<file path="src/sv/cbc_pkg.sv">
// ----------------------------------------------------------------------------
// cbc_pkg
// Shared types and constants for the cubic Bezier curvature block.
// ----------------------------------------------------------------------------
package cbc_pkg;

  localparam int MUL_CHUNK   = 24;
  localparam int MUL_LAT     = 4;
  localparam int Q_BITS      = 32;
  localparam int QUEUE_DEPTH = 4;
  localparam int QPTR_W      = $clog2(QUEUE_DEPTH);
  localparam int CFG_IDX_W   = 2;
  localparam int POINT_W     = 63;

  localparam logic [CFG_IDX_W-1:0] REG_POINT0 = 2'd0;
  localparam logic [CFG_IDX_W-1:0] REG_POINT1 = 2'd1;
  localparam logic [CFG_IDX_W-1:0] REG_POINT2 = 2'd2;
  localparam logic [CFG_IDX_W-1:0] REG_POINT3 = 2'd3;

  localparam logic [Q_BITS-1:0] CURV_SAT = '1;

  typedef struct packed {
    logic full;
    logic empty;
  } qstat_t;

endpackage

</file>
<file path="src/sv/cbc_queue.sv">
// ----------------------------------------------------------------------------
// cbc_queue
// Short queue between the accepting front and the computing back end.
// ----------------------------------------------------------------------------
module cbc_queue import cbc_pkg::*; #(
  parameter int DW = 16
) (
  input  logic          clk_i,
  input  logic          rst_ni,
  input  logic          push_i,
  input  logic [DW-1:0] push_data_i,
  input  logic          pop_i,
  output logic [DW-1:0] pop_data_o,
  output qstat_t        stat_o
);

  logic [DW-1:0]     mem_q [QUEUE_DEPTH];
  logic [QPTR_W-1:0] wptr_q, rptr_q;
  logic [QPTR_W:0]   cnt_q;
  logic              do_push, do_pop;

  assign stat_o.full  = (cnt_q == (QPTR_W+1)'(QUEUE_DEPTH));
  assign stat_o.empty = (cnt_q == '0);
  assign do_push      = push_i && !stat_o.full;
  assign do_pop       = pop_i && !stat_o.empty;
  assign pop_data_o   = mem_q[rptr_q];

  always_ff @(posedge clk_i or negedge rst_ni) begin
    if (!rst_ni) begin
      wptr_q <= '0;
      rptr_q <= '0;
      cnt_q  <= '0;
    end else begin
      if (do_push) wptr_q <= wptr_q + 1'b1;
      if (do_pop)  rptr_q <= rptr_q + 1'b1;
      if (do_push && !do_pop) cnt_q <= cnt_q + 1'b1;
      else if (do_pop && !do_push) cnt_q <= cnt_q - 1'b1;
    end
  end

  always_ff @(posedge clk_i) begin
    if (do_push) mem_q[wptr_q] <= push_data_i;
  end

endmodule

</file>
<file path="config.mk">
export PLATFORM = sky130hd
export DESIGN_NAME = cbc_queue
export DESIGN_NICKNAME = d
export VERILOG_FILES = /design/src/sv/cbc_pkg.sv /design/src/sv/cbc_queue.sv
export SDC_FILE = /design/constraint.sdc
export NUM_CORES = 1
export LEC_CHECK = 0
export BUFFER_PORTS_ARGS = -buffer_cell sky130_fd_sc_hd__buf_4
export CORE_ASPECT_RATIO = 0.75
export CORE_MARGIN = 3
export CORE_UTILIZATION = 56
export DETAILED_ROUTE_END_ITERATION = 10
export PLACE_DENSITY_LB_ADDON = 0.2
export SETUP_SLACK_MARGIN = 0.02
export SYNTH_ARGS = -nofsm -noshare
export SYNTH_HDL_FRONTEND = slang
export SYNTH_SLANG_ARGS = --single-unit
</file>
<file path="constraint.sdc">
create_clock -name clk_i -period 2.5 [get_ports clk_i]
set_input_delay 0.375 -clock clk_i [delete_from_list [all_inputs] [get_ports clk_i]]
set_output_delay 0.375 -clock clk_i [all_outputs]
set_load 0.02 [all_outputs]
</file>
# Yosys cells after proc, flatten, opt, wreduce, memory -nomap -nowiden
# Memories as Yosys holds them, arrays and structs flattened.
# Index checks and enable logic that the tools add are counted.
dict set report totals {
  register_bits 7
  latch_bits 0
  ramBits 64
  rom_bits 0
  in_bits 20
  wordCells 23
  mem_count 1
}
dict set report op_classes {
  addsub 4
  n_mul 0
  div_mod_pow 0
  magnitude_cmp 0
  eq_ne 1
  n_shift 0
  mux 4
  bitwise_logic 0
  reduce_logical 10
}
# memory words width rd rd_ports_with_merged_regs write_ports line
set memory_table {}
lappend memory_table {mem_q 4 16 1 0 1 cbc_queue.sv:17} ;# logic [DW-1:0] mem_q [QUEUE_DEPTH];
# op count
set ops {}
lappend ops {{2-to-1 mux 3 bit} 2}
lappend ops {{adder 2 x 1 -> 2 bit (second input constant)} 2}
lappend ops {{logical AND 1 bit} 4}
lappend ops {{logical NOT 1 bit} 4}
lappend ops {{adder 3 x 1 -> 3 bit (second input constant)} 1}
lappend ops {{equality test 3 bit (second input constant)} 1}
lappend ops {{logical NOT 3 bit} 1}
lappend ops {{subtractor 3 x 1 -> 3 bit (second input constant)} 1}
lappend ops {{2-to-1 mux 1 bit} 2}
lappend ops {{nonzero test 2 bit} 1}

# Logic depth before layout (Yosys ltp)
dict set report depth {
  ltp_word 7
  depth_mapped 9
}

# Worst setup path before layout
# OpenSTA, ideal clock, no wires.
dict set report synth_timing {
  kind {register -> register}
  startpoint {register cnt_q[0]}
  endpoint {register cnt_q[1]}
  setup_time_ns 0.125
  arrival_ns 1.970
  slack_ns 0.405
  stages_incl_launch_ff 8
  n_path_buf 1
  cell_sequence {dfrtp_1 > nor3b_2 > nor2b_1 > buf_6 > ha_1 > inv_1 > fa_1 > mux2_2}
}
# element line
set synth_rtl {}
lappend synth_rtl {{start, declared} cbc_queue.sv:19} ;# logic [QPTR_W:0] cnt_q;
lappend synth_rtl {{start signal, assigned} cbc_queue.sv:36} ;# if (do_push && !do_pop) cnt_q <= cnt_q + 1'b1;
lappend synth_rtl {{start signal, assigned} cbc_queue.sv:37} ;# else if (do_pop && !do_push) cnt_q <= cnt_q - 1'b1;

# Worst setup path after layout
dict set report layout_timing {
  startpoint {register cnt_q[2]}
  endpoint {register cnt_q[2]}
}
dict set report layout_via {
  elab_chain_cells 6
}
# element
set layout_rtl {}
lappend layout_rtl {{branches (longest 6 deep; another with subtractor 3 x 1 -> 3 bit)}}
# Several ways; the timed one is not identified. The select of a mux whose other input is x is not followed.
# A chain may end at the register's enable or synchronous reset.

==> flow_metrics.env <==
export IMPL_gp_congestion=0.706
export IMPL_dpl_hpwl_mm=2.89
export IMPL_nNetsFinal=196
export IMPL_cts_tree="done"
export IMPL_clock_sinks=71
export IMPL_grt_pass1_vias=1418
export IMPL_dp_cells=215
export IMPL_antenna_cells=0
export IMPL_setup_viol=0
export IMPL_fmax_ghz=0.450
export IMPL_start_util=0.601
export IMPL_dr_pass1_iters=4
export IMPL_max_vdd_ir_drop_mv=0.856
export IMPL_clockBufferDepth=2
export IMPL_drc=0
export IMPL_slowest_delay_ns=0.42
export IMPL_hold_worst_slack_ns=0.250
export IMPL_max_slew_margin=0.449
export IMPL_design_area_um2=3310
export IMPL_die_area_um2=5850
export IMPL_core_area_um2=4620
export IMPL_worstSkewPairLatency_ns=0.32
export IMPL_clk_pin_slew_ns=0.07
export IMPL_crit_path_top_delay_cell="nor2b_1"
export IMPL_die_y_um=67.0
export IMPL_rows=21
export IMPL_critPathRequiredTime_ns=2.74
export IMPL_cp_max_fo=7
export IMPL_leakage_nw=1.24
export IMPL_maxCapViolCount=0
export IMPL_avgSynthCellArea_um2=23.2
export IMPL_wl_mm=4.25
export IMPL_cpMostUsedCell="xor2_1"
export IMPL_io_pins=38
export IMPL_synthCells=120
export IMPL_cp_start_kind="register"
export IMPL_end_kind="register"
export IMPL_drtIter0Drc=47
export IMPL_holdPathStages=1
export IMPL_cts_resized=0
export IMPL_period_share=0.888
export IMPL_hold_path_class="in -> reg"
export IMPL_hold_violations=0
export IMPL_h_tree_depth=3
export IMPL_place_area_um2=3120
export IMPL_yosys_warnings=0
export IMPL_drive_above_1_share=0.383
export IMPL_antenna_found_initial=0
export IMPL_drt_wirelength_per_cell_um=18.3
export IMPL_synth_cell_type_count=21
export IMPL_yosysSeqAreaShare=0.755
export IMPL_final_cells=232
export IMPL_synth_seq_cells=71
export IMPL_power_density_nw_per_um2=1180
export IMPL_viasPerCell=5.43
export IMPL_crit_arrival_ns=2.46
export IMPL_status="complete, no violations"
export IMPL_grt_pass1_wl_mm=6.70
export IMPL_cts_root_buf="clkbuf_8"
export IMPL_reg2regPathDepth=8
export IMPL_crit_chain="nor3b_2, nor2b_1, ha_1, inv_1, fa_1, xor2_1, nor2_1, xor2_1"
export IMPL_path_class="reg -> reg"
export IMPL_syn_nets=146
export IMPL_ant_nets=0
export IMPL_cts_buffers=9
export IMPL_setup_tns_ns=0
export IMPL_area_growth_pct=19.1
export IMPL_netlist_area_um2=2780
export IMPL_grt_overflow_total=0
export IMPL_grt_max_degree=17
export IMPL_fin_skew_ns=0.00717
export IMPL_die_w_um=87.3
export IMPL_grt_total_usage=0.167
export IMPL_tightest_slew_ns=0.827
export IMPL_vias=1260
export IMPL_port_buffers=37
export IMPL_min_period_ns=2.22
export IMPL_rsz0062_at_grt="false"
export IMPL_slew_violations=0
==> area by class of cell <==
class	instances	area, um^2
Sequential cell	71	2100
Multi-Input combinational cell	40	614
Clock inverter	5	48.8
Tap cell	57	71.3
Inverter	4	15.0
Timing Repair Buffer	44	333
Fill cell	276	1310
Clock buffer	11	131
==> flip-flops by register name, indices dropped and copies added, names as in the netlist <==
signal  flops
cnt_q       3
mem_q      64
rptr_q      2
wptr_q      2
==> metrics by stage <==
| step | setup WS (ns) | util | total power, mW |
|---|---|---|---|
| global placement | 0.448 | 0.675 | 3.10 |
| global route | 0.152 | 0.716 | 4.13 |
| CTS | 0.237 | 0.716 | 3.97 |
| detailed placement | 0.284 | 0.675 | 3.16 |
| floorplan | 0.405 | - | 2.67 |
| finish | 0.279 | 0.716 | 3.91 |
==> logic make-up (layout without fill, tap and decap cells) <==
kind of cell             after synthesis  count (layout)  share of synthesized area
XOR/XNOR                               6               6                     0.0189
adder cells (fa/ha/maj)                6               6                     0.0297
multiplexers                          18              18                      0.150
AND/OR/NAND/NOR                       10              10                     0.0225
buffers and inverters                  9              64                     0.0243
flip-flops                            71              71                      0.755
==> synth_stat cells, drive strengths merged <==
cell | count | area [um^2]
fa | 1 | 20.0
xnor2 | 4 | 35.0
nand3 | 1 | 5.00
nor2 | 1 | 3.75
xor2 | 2 | 17.5
nor3b | 1 | 12.5
and2 | 4 | 25.0
edfxtp | 64 | 1920
ha | 5 | 62.6
inv | 4 | 15.0
buf | 5 | 52.6
mux2 | 2 | 26.3
dfrtp | 7 | 175
or3 | 1 | 6.26
nor2b | 1 | 6.26
mux4 | 16 | 390
nand2 | 1 | 3.75
==> what timing repair did <==
action / CTS / global route
hold buffers: 1 / 0
endpoints found under the hold margin: 7 / 0
setup buffers: 0 / 0
==> per-layer routing <==
metal / vias up / wire, um / track usage
met5: - / 0 / 0
met4: 0 / 34 / 0.0785
met3: 2 / 193 / 0.0544
met2: 33 / 2380 / 0.290
met1: 638 / 1640 / 0.187
li1: 587 / - / -
==> critical path: cells and delay by family, from the launching register on <==
kind                       cells  cell delay [ns]
xor gates and xnor gates       2             0.33
adders and majority gates      2             0.64
buffers and inverters          1             0.06
DFF                            1             0.39
and+or+nand+nor                3             0.72
==> where the power goes <==
part           leakage [nW]  switching [mW]  internal (mW)
sequential            0.668           0.114           1.59
clock                0.0945           0.347          0.452
combinational         0.473           0.729          0.677
total                  1.24            1.19           2.72
==> worst paths after layout <==
| check | end | start | slack, ns |
|---|---|---|---|
| worst min register to register | cnt_q[2] | cnt_q[2] | 0.49 |
| max in group asynchronous | rptr_q[0] | rst_ni | 1.97 |
| worst max-delay path | cnt_q[2] | cnt_q[2] | 0.28 |
| worst min-delay path | mem_q[0][6] | push_data_i[6] | 0.25 |
| worst max register to register | cnt_q[2] | cnt_q[2] | 0.28 |
| min in group asynchronous | wptr_q[1] | rst_ni | 0.41 |
==> placed cells by master, fill, tap and decap left out, types with 2 or more instances in the layout <==
cell type  instances
and2_1             4
buf_4             43
clkbuf_1           2
clkbuf_8           9
clkinv_2           3
dfrtp_1            7
edfxtp_1          64
ha_1               5
inv_1              4
mux4_1             8
mux4_2             8
xnor2_1            4
xor2_1             2
No activity file was read; power rests on OpenSTA's default activity.
