==> config.mk <==
export PLATFORM = sky130hd
export DESIGN_NAME = cbc_front
export DESIGN_NICKNAME = d
export VERILOG_FILES = /design/src/sv/cbc_pkg.sv /design/src/sv/cbc_front.sv
export SDC_FILE = /design/constraint.sdc
export NUM_CORES = 1
export LEC_CHECK = 0
export BUFFER_PORTS_ARGS = -buffer_cell sky130_fd_sc_hd__buf_2
export CAP_MARGIN = 20
export CORE_AREA = 5 5 42 44
export DETAILED_ROUTE_END_ITERATION = 10
export DIE_AREA = 0 0 47 49
export SLEW_MARGIN = 30
export SYNTH_ARGS = -nofsm -noshare
export SYNTH_HDL_FRONTEND = slang
export SYNTH_SLANG_ARGS = --single-unit
==> constraint.sdc <==
create_clock -name vclk -period 0.8
set_clock_uncertainty 0.15 [all_clocks]
set_input_delay 0.12 -clock vclk [all_inputs]
set_output_delay 0.12 -clock vclk [all_outputs]
set_load 0.005 [all_outputs]
==> src/sv/cbc_pkg.sv <==
// ----------------------------------------------------------------------------
// cbc_pkg
// Shared types and constants for the cubic Bezier curvature block.
// ----------------------------------------------------------------------------
package cbc_pkg;

  localparam int MUL_CHUNK   = 24;
  localparam int MUL_LAT     = 4;
  localparam int Q_BITS      = 32;
  localparam int QUEUE_DEPTH = 4;
  localparam int QPTR_W      = $clog2(QUEUE_DEPTH);
  localparam int CFG_IDX_W   = 2;
  localparam int POINT_W     = 63;

  localparam logic [CFG_IDX_W-1:0] REG_POINT0 = 2'd0;
  localparam logic [CFG_IDX_W-1:0] REG_POINT1 = 2'd1;
  localparam logic [CFG_IDX_W-1:0] REG_POINT2 = 2'd2;
  localparam logic [CFG_IDX_W-1:0] REG_POINT3 = 2'd3;

  localparam logic [Q_BITS-1:0] CURV_SAT = '1;

  typedef struct packed {
    logic full;
    logic empty;
  } qstat_t;

endpackage

==> src/sv/cbc_front.sv <==
// ----------------------------------------------------------------------------
// cbc_front
// Input side: accept the curve parameter and clamp it to one.
// ----------------------------------------------------------------------------
module cbc_front import cbc_pkg::*; #(
  parameter int TF = 15
) (
  input  logic          in_valid_i,
  output logic          in_stall_o,
  input  logic [15:0]   param_t_i,
  input  qstat_t        qstat_i,
  output logic          push_o,
  output logic [TF:0]   push_data_o
);

  localparam int TXW = (TF + 1 > 16) ? TF + 1 : 16;
  localparam logic [TXW-1:0] T_ONE = TXW'(1) << TF;

  logic [TXW-1:0] t_ext;

  assign t_ext       = TXW'(param_t_i);
  assign in_stall_o  = qstat_i.full;
  assign push_o      = in_valid_i && !qstat_i.full;
  assign push_data_o = (t_ext > T_ONE) ? (TF+1)'(T_ONE) : t_ext[TF:0];

endmodule

# Word-level counts from Yosys, hierarchy flattened
# Index checks and enable logic that the tools add are counted.
# op_classes
eq_ne,0
mux,1
n_addsub,0
n_bitwise,0
shifts,0
n_lt_le_gt_ge,1
div_mod_pow,0
reduce_logical,2
mul,0
# ops
operator,n
> comparator 16 bit (second input constant),1
two-way mux 16 bit,1
logical AND 1 bit,1
zero test 1 bit,1
# totals
wordCells,4
latch_bits,0
reg_bits,0
n_memories,0
mem_bits_ro,0
ramBits,0

# Logic depth before layout (Yosys ltp)
# Gate-level depths: netlist of the first run.
# depth
word_depth,2
mapped_depth,2
depth_no_buf,1

# Least setup slack after synthesis of the first run
# No wires, ideal clock.
# synth_timing
path_type,input -> output
start,input port param_t_i[15]
end,output port push_data_o[5]
cell_stages,2
t_arrival_ns,0.370
slack_ns,0.160
required_ns,0.530
path_cell_list,buf_6 > nor2b_1
# synth_via
elab_chain_cells,2
# synth_rtl
item,line_no,rtl
start: declaration,cbc_front.sv:10,"input logic [15:0] param_t_i,"
> comparator 16 bit,cbc_front.sv:24,assign push_data_o = (t_ext > T_ONE) ? (TF+1)'(T_ONE) : t_ext[TF:0];
two-way mux 16 bit,cbc_front.sv:24,
end: declaration,cbc_front.sv:13,output logic [TF:0] push_data_o
# No other way between the ends.

# Worst setup path in the final report of the first run
# layout_timing
start,input port param_t_i[15]
end,output port push_data_o[0]
# Same word-level chain as after synthesis.

==> results of run 1 <==
==> per-stage QoR <==
stage	power [mW]	util [%]	area, µm²
after global placement	0.157	25.5	358
final	0.190	29.6	414
after detailed placement	0.161	25.5	358
after CTS	0.169	26.5	372
after floorplan	0.0664	-	153
after global routing	0.208	29.6	414
==> power groups by stage <==
stage	registers [mW]	logic [mW]	clock network, mW
floorplan	0	0.0664	0
global placement	0	0.157	0
detailed placement	0	0.161	0
CTS	0	0.169	0
global route	0	0.208	0
finish	0	0.190	0
==> layer usage <==
layer | routed length (µm) | vias to the layer above | part of all wire [%] | track usage, %
li1 | - | 124 | - | -
met5 | 0 | - | 0 | 0
met2 | 316 | 28 | 48 | 11.1
met3 | 149 | 0 | 23 | 1.11
met1 | 191 | 115 | 29 | 4.35
met4 | 0 | 0 | 0 | 0
==> critical path, delay by kind of cell <==
| family | cells | cell delay [ns] |
|---|---|---|
| buffers and inverters | 3 | 0.36 |
| AND/OR/NAND/NOR | 1 | 0.09 |
==> synth_stat cells, drive strengths merged <==
master	instances	area, µm²
clkbuf	1	3.75
buf	2	18.8
nor2b	11	86.3
and2b	5	43.8
==> area by class of cell <==
class,instances,area [µm²]
repair buffers,38,239
fillers,160,987
well taps,16,20.0
multi-input cells,16,155
==> cells by family (layout without fill, tap and decap cells) <==
logic type             after synthesis  count (layout)  share of synthesized area [%]
buffers and inverters                3              38                           14.8
and+or+nand+nor                     16              16                           85.2
==> how the worst max path moves through the flow <==
stage / from / to / slack [ns] / cells past startpoint
global placement: param_t_i[15] / push_data_o[14] / -0.09 / 3
CTS: param_t_i[15] / push_data_o[1] / -0.04 / 4
finish: param_t_i[15] / push_data_o[0] / -0.04 / 4
floorplan: param_t_i[15] / push_data_o[5] / 0.16 / 2
global route: param_t_i[15] / push_data_o[1] / -0.07 / 4
detailed placement: param_t_i[15] / push_data_o[14] / -0.11 / 3
==> timing repair <==
action                                 in CTS  in global routing
endpoints found under the hold margin       0                  0
setup endpoints to repair                  16                 15
pin swaps                                   0                  0
gates resized for setup                     4                  8
==> results_dict.tcl, run 1 <==
set metrics [dict create \
    dp_slack_ns -0.107 \
    avgSynthCellArea_um2 8.03 \
    hp-class "primary input to output port" \
    hold_viol_final 0 \
    rsz0062_at_grt "true" \
    seqPwrFrac_pct 0 \
    violations "negative setup slack" \
    post_cts_buffers 0 \
    dieArea_mm2 0.00230 \
    switchingPower_uw 62.0 \
    finalMaxSlewViolations 0 \
    clkbuf_count 0 \
    vias 267 \
    drt_iter0_markers 0 \
    worst_pin_slew_ns 0.0799 \
    crit_slowest_cell "buf_12" \
    finalCritPeriodShare_pct 105 \
    wl_per_cell_um 9.37 \
    wirelength_um 656 \
    die_y_um 49 \
    mostFrequentLayoutCells "buf_2, nor2b_4, and2b_2" \
    fp-row-count 14 \
    place_congestion 0.537 \
    synth_nets 38 \
    layout.nets 75 \
    p_leak_nw 0.255 \
    cp_cell_sequence "buf_12 -> buf_12 -> nor2b_2 -> buf_2" \
    final.setup.worst_slack_ns -0.0423 \
    final_common_cell "buf_2" \
    io_buffer_count 36 \
    final-seq-area_um2 0 \
    start_kind "primary input" \
    ys_types 6 \
    grt_pass1_wl_um 959 \
    antenna_cells 0 \
    status "finished with violations" \
    whs_path_depth 2 \
    fin_hold_ws_ns 0.273 \
    p_comb_share_pct 100.0 \
    period_minus_slack_ns 0.842 \
    cp_max_fo 8 \
    syn_area_um2 153 \
    antenna_found_initial 0 \
    p_sw_share_pct 32.6 \
    final_cell_count_no_fill 70 \
    p_clk_share_pct 0 \
    ant_nets 0 \
    irDropWorstVdd_mv 0.147 \
    ios 37 \
    cellPowerDensity_mw_per_mm2 460 \
    drc 0 \
    critical_path_class "primary input to output port" \
    crit_path_max_incr_delay_ns 0.14 \
    p_int_uw 128 \
    hp-start "qstat_i[1]" \
    required_ns 0.53 \
    critPathCaptureType "output port" \
    place_inst 70 \
    grt_max_degree 9 \
    timing.setup.tns_ns -0.306 \
    vias_per_cell 3.81 \
    coreArea_mm2 0.00140 \
    grt_use_total_pct 5.05 \
    critPathArrivalTime_ns 0.57 \
    max_freq_ghz 1.19 \
    yosysSeqAreaShare_pct 0 \
    critPathMostFrequentCell "buf_12" \
    drv_cap 0 \
    initial_core_util_pct 10.9 \
    postSynthCellCount 19 \
    grt_pass1_vias 258 \
    hold_end "in_stall_o" \
    postCtsHoldBufs 0 \
    drive_above_1_share_pct 92.6 \
    seq_cells 0 \
    synthToLayoutAreaGrowth_pct 171 \
    grt-ovfl-total 0 \
    dr.pass1.iters 1 \
    setup_viol 12 \
    yosysWarnings 0 \
    die_w_um 47 \
    relSlewSlack_pct 94.7 \
]
Power figures use the tool's default switching activity.
==> inputs of run 2 (changes only) <==
- SETUP_SLACK_MARGIN: not set -> 0.2
==> run 2 against run 1 <==
The run still ends with negative setup slack left. Non-clock buffer count unchanged. Final cell count did not move. Core utilization rose by 3.8 points. Count of clock-buffer cells in the layout unchanged. Global-route usage shrank 0.56 points. Wire length up 2.0%. First-iteration DRC count stayed put. Critical endpoint unchanged. Largest power group unchanged.
==> results_dict.tcl, run 2 (synthesis gave the netlist of run 1 again) <==
set metrics [dict create \
    wirelength_um 669 \
    vias_per_cell 3.77 \
    crit_path_max_incr_delay_ns 0.14 \
    utilization_pct 33.4 \
    irDropWorstVdd_mv 0.211 \
    rsz0062_at_grt "true" \
    initial_core_util_pct 10.9 \
    grt_use_total_pct 4.49 \
    drt_iter0_markers 0 \
    dpl_cell_area_um2 370 \
    synthToLayoutAreaGrowth_pct 207 \
    cp_max_fo 8 \
    final-seq-area_um2 0 \
    grt-ovfl-total 0 \
    final.setup.worst_slack_ns -0.0460 \
    layout.nets 75 \
    hp-class "primary input to output port" \
    critPathMostFrequentCell "buf_12" \
    start_kind "primary input" \
    cp_top_family "buffers and inverters" \
    required_ns 0.53 \
    crit_buf_inv 3 \
    final_area_um2 468 \
    grt_pass1_vias 228 \
    antenna_found_initial 0 \
    critPathCaptureType "output port" \
    cp_cell_sequence "buf_12 -> buf_12 -> nor2b_2 -> buf_2" \
    cellPowerDensity_mw_per_mm2 472 \
    hold_viol_final 0 \
    dieArea_mm2 0.00230 \
    fp-row-count 14 \
    wl_per_cell_um 9.56 \
    place_inst 70 \
    final_cell_count_no_fill 70 \
    grt_pass1_wl_um 841 \
    finalMaxSlewViolations 0 \
    grt_max_degree 9 \
    seq_cells 0 \
    relSlewSlack_pct 94.1 \
    io_buffer_count 36 \
    vias 264 \
    mostFrequentLayoutCells "buf_2, nor2b_4, buf_6" \
    final_common_cell "buf_2" \
    setup_viol 15 \
    coreArea_mm2 0.00140 \
    finalCritPeriodShare_pct 106 \
    status "finished with violations" \
    worst_pin_slew_ns 0.0881 \
    violations "negative setup slack" \
    p_leak_nw 0.279 \
    clkbuf_count 0 \
    crit_slowest_cell "buf_12" \
    period_minus_slack_ns 0.846 \
    drc 0 \
    max_freq_ghz 1.18 \
    drive_above_1_share_pct 98.1 \
    ant_nets 0 \
    die_y_um 49 \
    ios 37 \
    critical_path_class "primary input to output port" \
    drv_cap 0 \
    critPathArrivalTime_ns 0.58 \
    place_congestion 0.664 \
    dr.pass1.iters 1 \
    antenna_cells 0 \
    die_w_um 47 \
    post_cts_buffers 0 \
]
run 2: cell counts in the layout (fill, tap and decap cells not counted):
Identical to the previous run, type by type.
run 2: final timing paths:
| check | from | endpoint | depth (start not counted) |
|---|---|---|---|
| setup / recovery | param_t_i[15] | push_data_o[0] | 4 |
| hold / removal | qstat_i[1] | in_stall_o | 2 |
run 2: final cells by class:
cell class / instances / area [µm²]
timing repair buffer: 38 / 270
tap: 16 / 20.0
multi-input combinational: 16 / 178
fill: 151 / 933
run 2: stage by stage:
step | setup WS, ns | hold WS, ns | TNS (ns) | power, mW
floorplan | 0.179 | 0.120 | 0 | 0.0779
global placement | -0.0854 | 0.271 | -1.20 | 0.163
detailed placement | -0.108 | 0.275 | -1.48 | 0.168
CTS | -0.0457 | 0.254 | -0.462 | 0.193
global route | -0.0621 | 0.259 | -0.674 | 0.238
finish | -0.0460 | 0.255 | -0.386 | 0.221
run 2: what timing repair did:
action / CTS / global route
gates resized for setup: 9 / 10
cloned: 0 / 0
hold buffers: 0 / 0
setup endpoints to repair: 18 / 17
run 2: metal layers:
metal  up-vias  share of wire, %  GRT usage, %
met2        27                46          8.14
li1        124                 -             -
met4         0                 0             0
met5         -                 0             0
met3         0                26          1.85
met1       113                28          5.00
run 2: power by group:
group / internal, mW / switching, mW
registers: 0 / 0
logic: 0.151 / 0.0694
clock network: 0 / 0
total: 0.151 / 0.0694
==> inputs of run 3 (changes only) <==
- ABC_AREA: not set -> 1
- MAX_ROUTING_LAYER: not set -> met4
==> run 3 against run 2 <==
The run still ends with negative setup slack left. Sequential share of layout area did not move. Design area increased by 48%. Non-clock buffer count decreased by 1. Count of clock-buffer cells in the layout stayed put. Core utilization grew 16 points. Final cell count grew 46%.
==> results_dict.tcl, run 3 <==
set metrics [dict create \
    ys_top_cells_by_count "inv_1, a21oi_2, nor2_1" \
    critPathArrivalTime_ns 0.95 \
    die_w_um 47 \
    syn_area_um2 310 \
    synth_top_area_share_pct 25.4 \
    drv_cap 0 \
    final.setup.worst_slack_ns -0.423 \
    die_y_um 49 \
    fillerInstances 144 \
    hp-class "primary input to output port" \
    grt-ovfl-total 0 \
    critPathMostFrequentCell "buf_2" \
    irDropWorstVdd_mv 0.210 \
    seq_cells 0 \
    p_comb_share_pct 100.0 \
    post_cts_buffers 0 \
    hp-start "qstat_i[1]" \
    cellPowerDensity_mw_per_mm2 442 \
    antenna_found_initial 0 \
    avgSynthCellArea_um2 5.85 \
    fin_hold_ws_ns 0.249 \
    max_freq_ghz 0.818 \
    drc 0 \
    final_cell_count_no_fill 102 \
    worst_pin_slew_ns 0.151 \
    critPathCaptureType "output port" \
    finalMaxSlewViolations 0 \
    place_inst 101 \
    vias_per_cell 4.19 \
    yosysSeqAreaShare_pct 0 \
    synth_top_area_cell "a21oi_2" \
    dieArea_mm2 0.00230 \
    initial_core_util_pct 22.1 \
    total_power_uw 307 \
    grt_pass1_wl_um 1640 \
    relSlewSlack_pct 89.9 \
    grt_use_total_pct 9.06 \
    p_int_uw 173 \
    critical_path_class "primary input to output port" \
    yosysWarnings 0 \
    synthTopCellsByArea "a21oi_2, inv_1, nor2_1" \
    place_congestion 0.734 \
    seqPwrFrac_pct 0 \
    p_clk_share_pct 0 \
    yosysMostFrequentCell "inv_1" \
    mostFrequentLayoutCells "buf_2, inv_1, a21oi_2, buf_6, nor2_4" \
    finalCritPeriodShare_pct 153 \
    utilization_pct 49.6 \
    status "finished with violations" \
    clkbuf_count 0 \
    layout.nets 107 \
    grt_max_degree 17 \
    ant_nets 0 \
    whs_path_depth 2 \
    p_sw_share_pct 43.5 \
    io_buffer_count 36 \
    synth_nets 72 \
    wl_per_cell_um 10.8 \
    coreArea_mm2 0.00140 \
    drt_iter0_markers 1 \
    final_common_cell "buf_2" \
    grt_pass1_vias 410 \
    ios 37 \
    synthToLayoutAreaGrowth_pct 124 \
    crit_path_max_incr_delay_ns 0.15 \
    postSynthCellCount 53 \
    required_ns 0.53 \
    crit_start "param_t_i[11]" \
    period_minus_slack_ns 1.22 \
    p_leak_nw 0.379 \
    violations "negative setup slack" \
    setup_viol 15 \
    dp_hpwl_um 764 \
    rsz0062_at_grt "true" \
    multi_input_area_um2 300 \
    vias 427 \
    fp-row-count 14 \
    cp_max_fo 8 \
    cp_cell_sequence "buf_2 -> nor2_2 -> nand2_2 -> nor2_4 -> nand2_4 -> a21oi_2 -> buf_2" \
    drive_above_1_share_pct 82.6 \
    start_kind "primary input" \
    antenna_cells 0 \
    dr.pass1.iters 2 \
    final-seq-area_um2 0 \
    wirelength_um 1110 \
    crit_slowest_cell "a21oi_2" \
    switchingPower_uw 133 \
    ys_types 15 \
    postCtsHoldBufs 0 \
    hold_viol_final 0 \
]
## run 3: cell types whose count changed after synthesis, sizes merged
cell	change
inv	+17
and2b	-5
a21oi	+15
nor2b	-11
buf	+2
nor2	+11
nand2	+5
## run 3: worst max-delay path: cells and delay by family
family	cells	cell delay [ns]
buffers and inverters	2	0.23
AOI/OAI and AO/OA	1	0.15
and+or+nand+nor	4	0.45
## run 3: cells by family (layout without fill, tap and decap cells)
group                  Yosys count  count (layout)  synth area share [%]
AND/OR/NAND/NOR                 16              17                  28.2
AO/OA/AOI/OAI                   15              15                  38.7
buffers and inverters           22              54                  33.1
## run 3: layout make-up
type	count	area share (%)
Timing Repair Buffer	37	44.3
Multi-Input combinational cell	32	43.2
Inverter	17	9.55
Tap cell	16	2.88
## run 3: layer usage
layer | part of all wire, % | track usage [%]
met4 | 0 | 0
met2 | 50 | 16.1
met3 | 12 | 0.369
met1 | 38 | 11.7
met5 | 0 | -
## run 3: final timing paths
path,to
max,push_data_o[2]
min,in_stall_o
## run 3: power groups by stage
| stage | logic [mW] | registers, mW | clock network (mW) |
|---|---|---|---|
| after floorplan | 0.108 | 0 | 0 |
| after global placement | 0.200 | 0 | 0 |
| after detailed placement | 0.202 | 0 | 0 |
| after CTS | 0.260 | 0 | 0 |
| after global routing | 0.332 | 0 | 0 |
| final | 0.307 | 0 | 0 |
## run 3: repair_timing
action	4_1_cts	5_1_grt
resized for setup	26	19
gates cloned	1	0
endpoints found under the hold margin	0	0
setup endpoints to repair	18	17
pin swaps	17	12
## run 3: through the flow
step                instance area, µm²  setup slack [ns]  setup TNS (ns)
floorplan                          320            -0.276           -3.49
detailed placement                 485            -0.491           -7.22
global placement                   485            -0.493           -7.15
CTS                                612            -0.441           -6.17
finish                             694            -0.423           -6.01
global route                       694            -0.515           -7.12
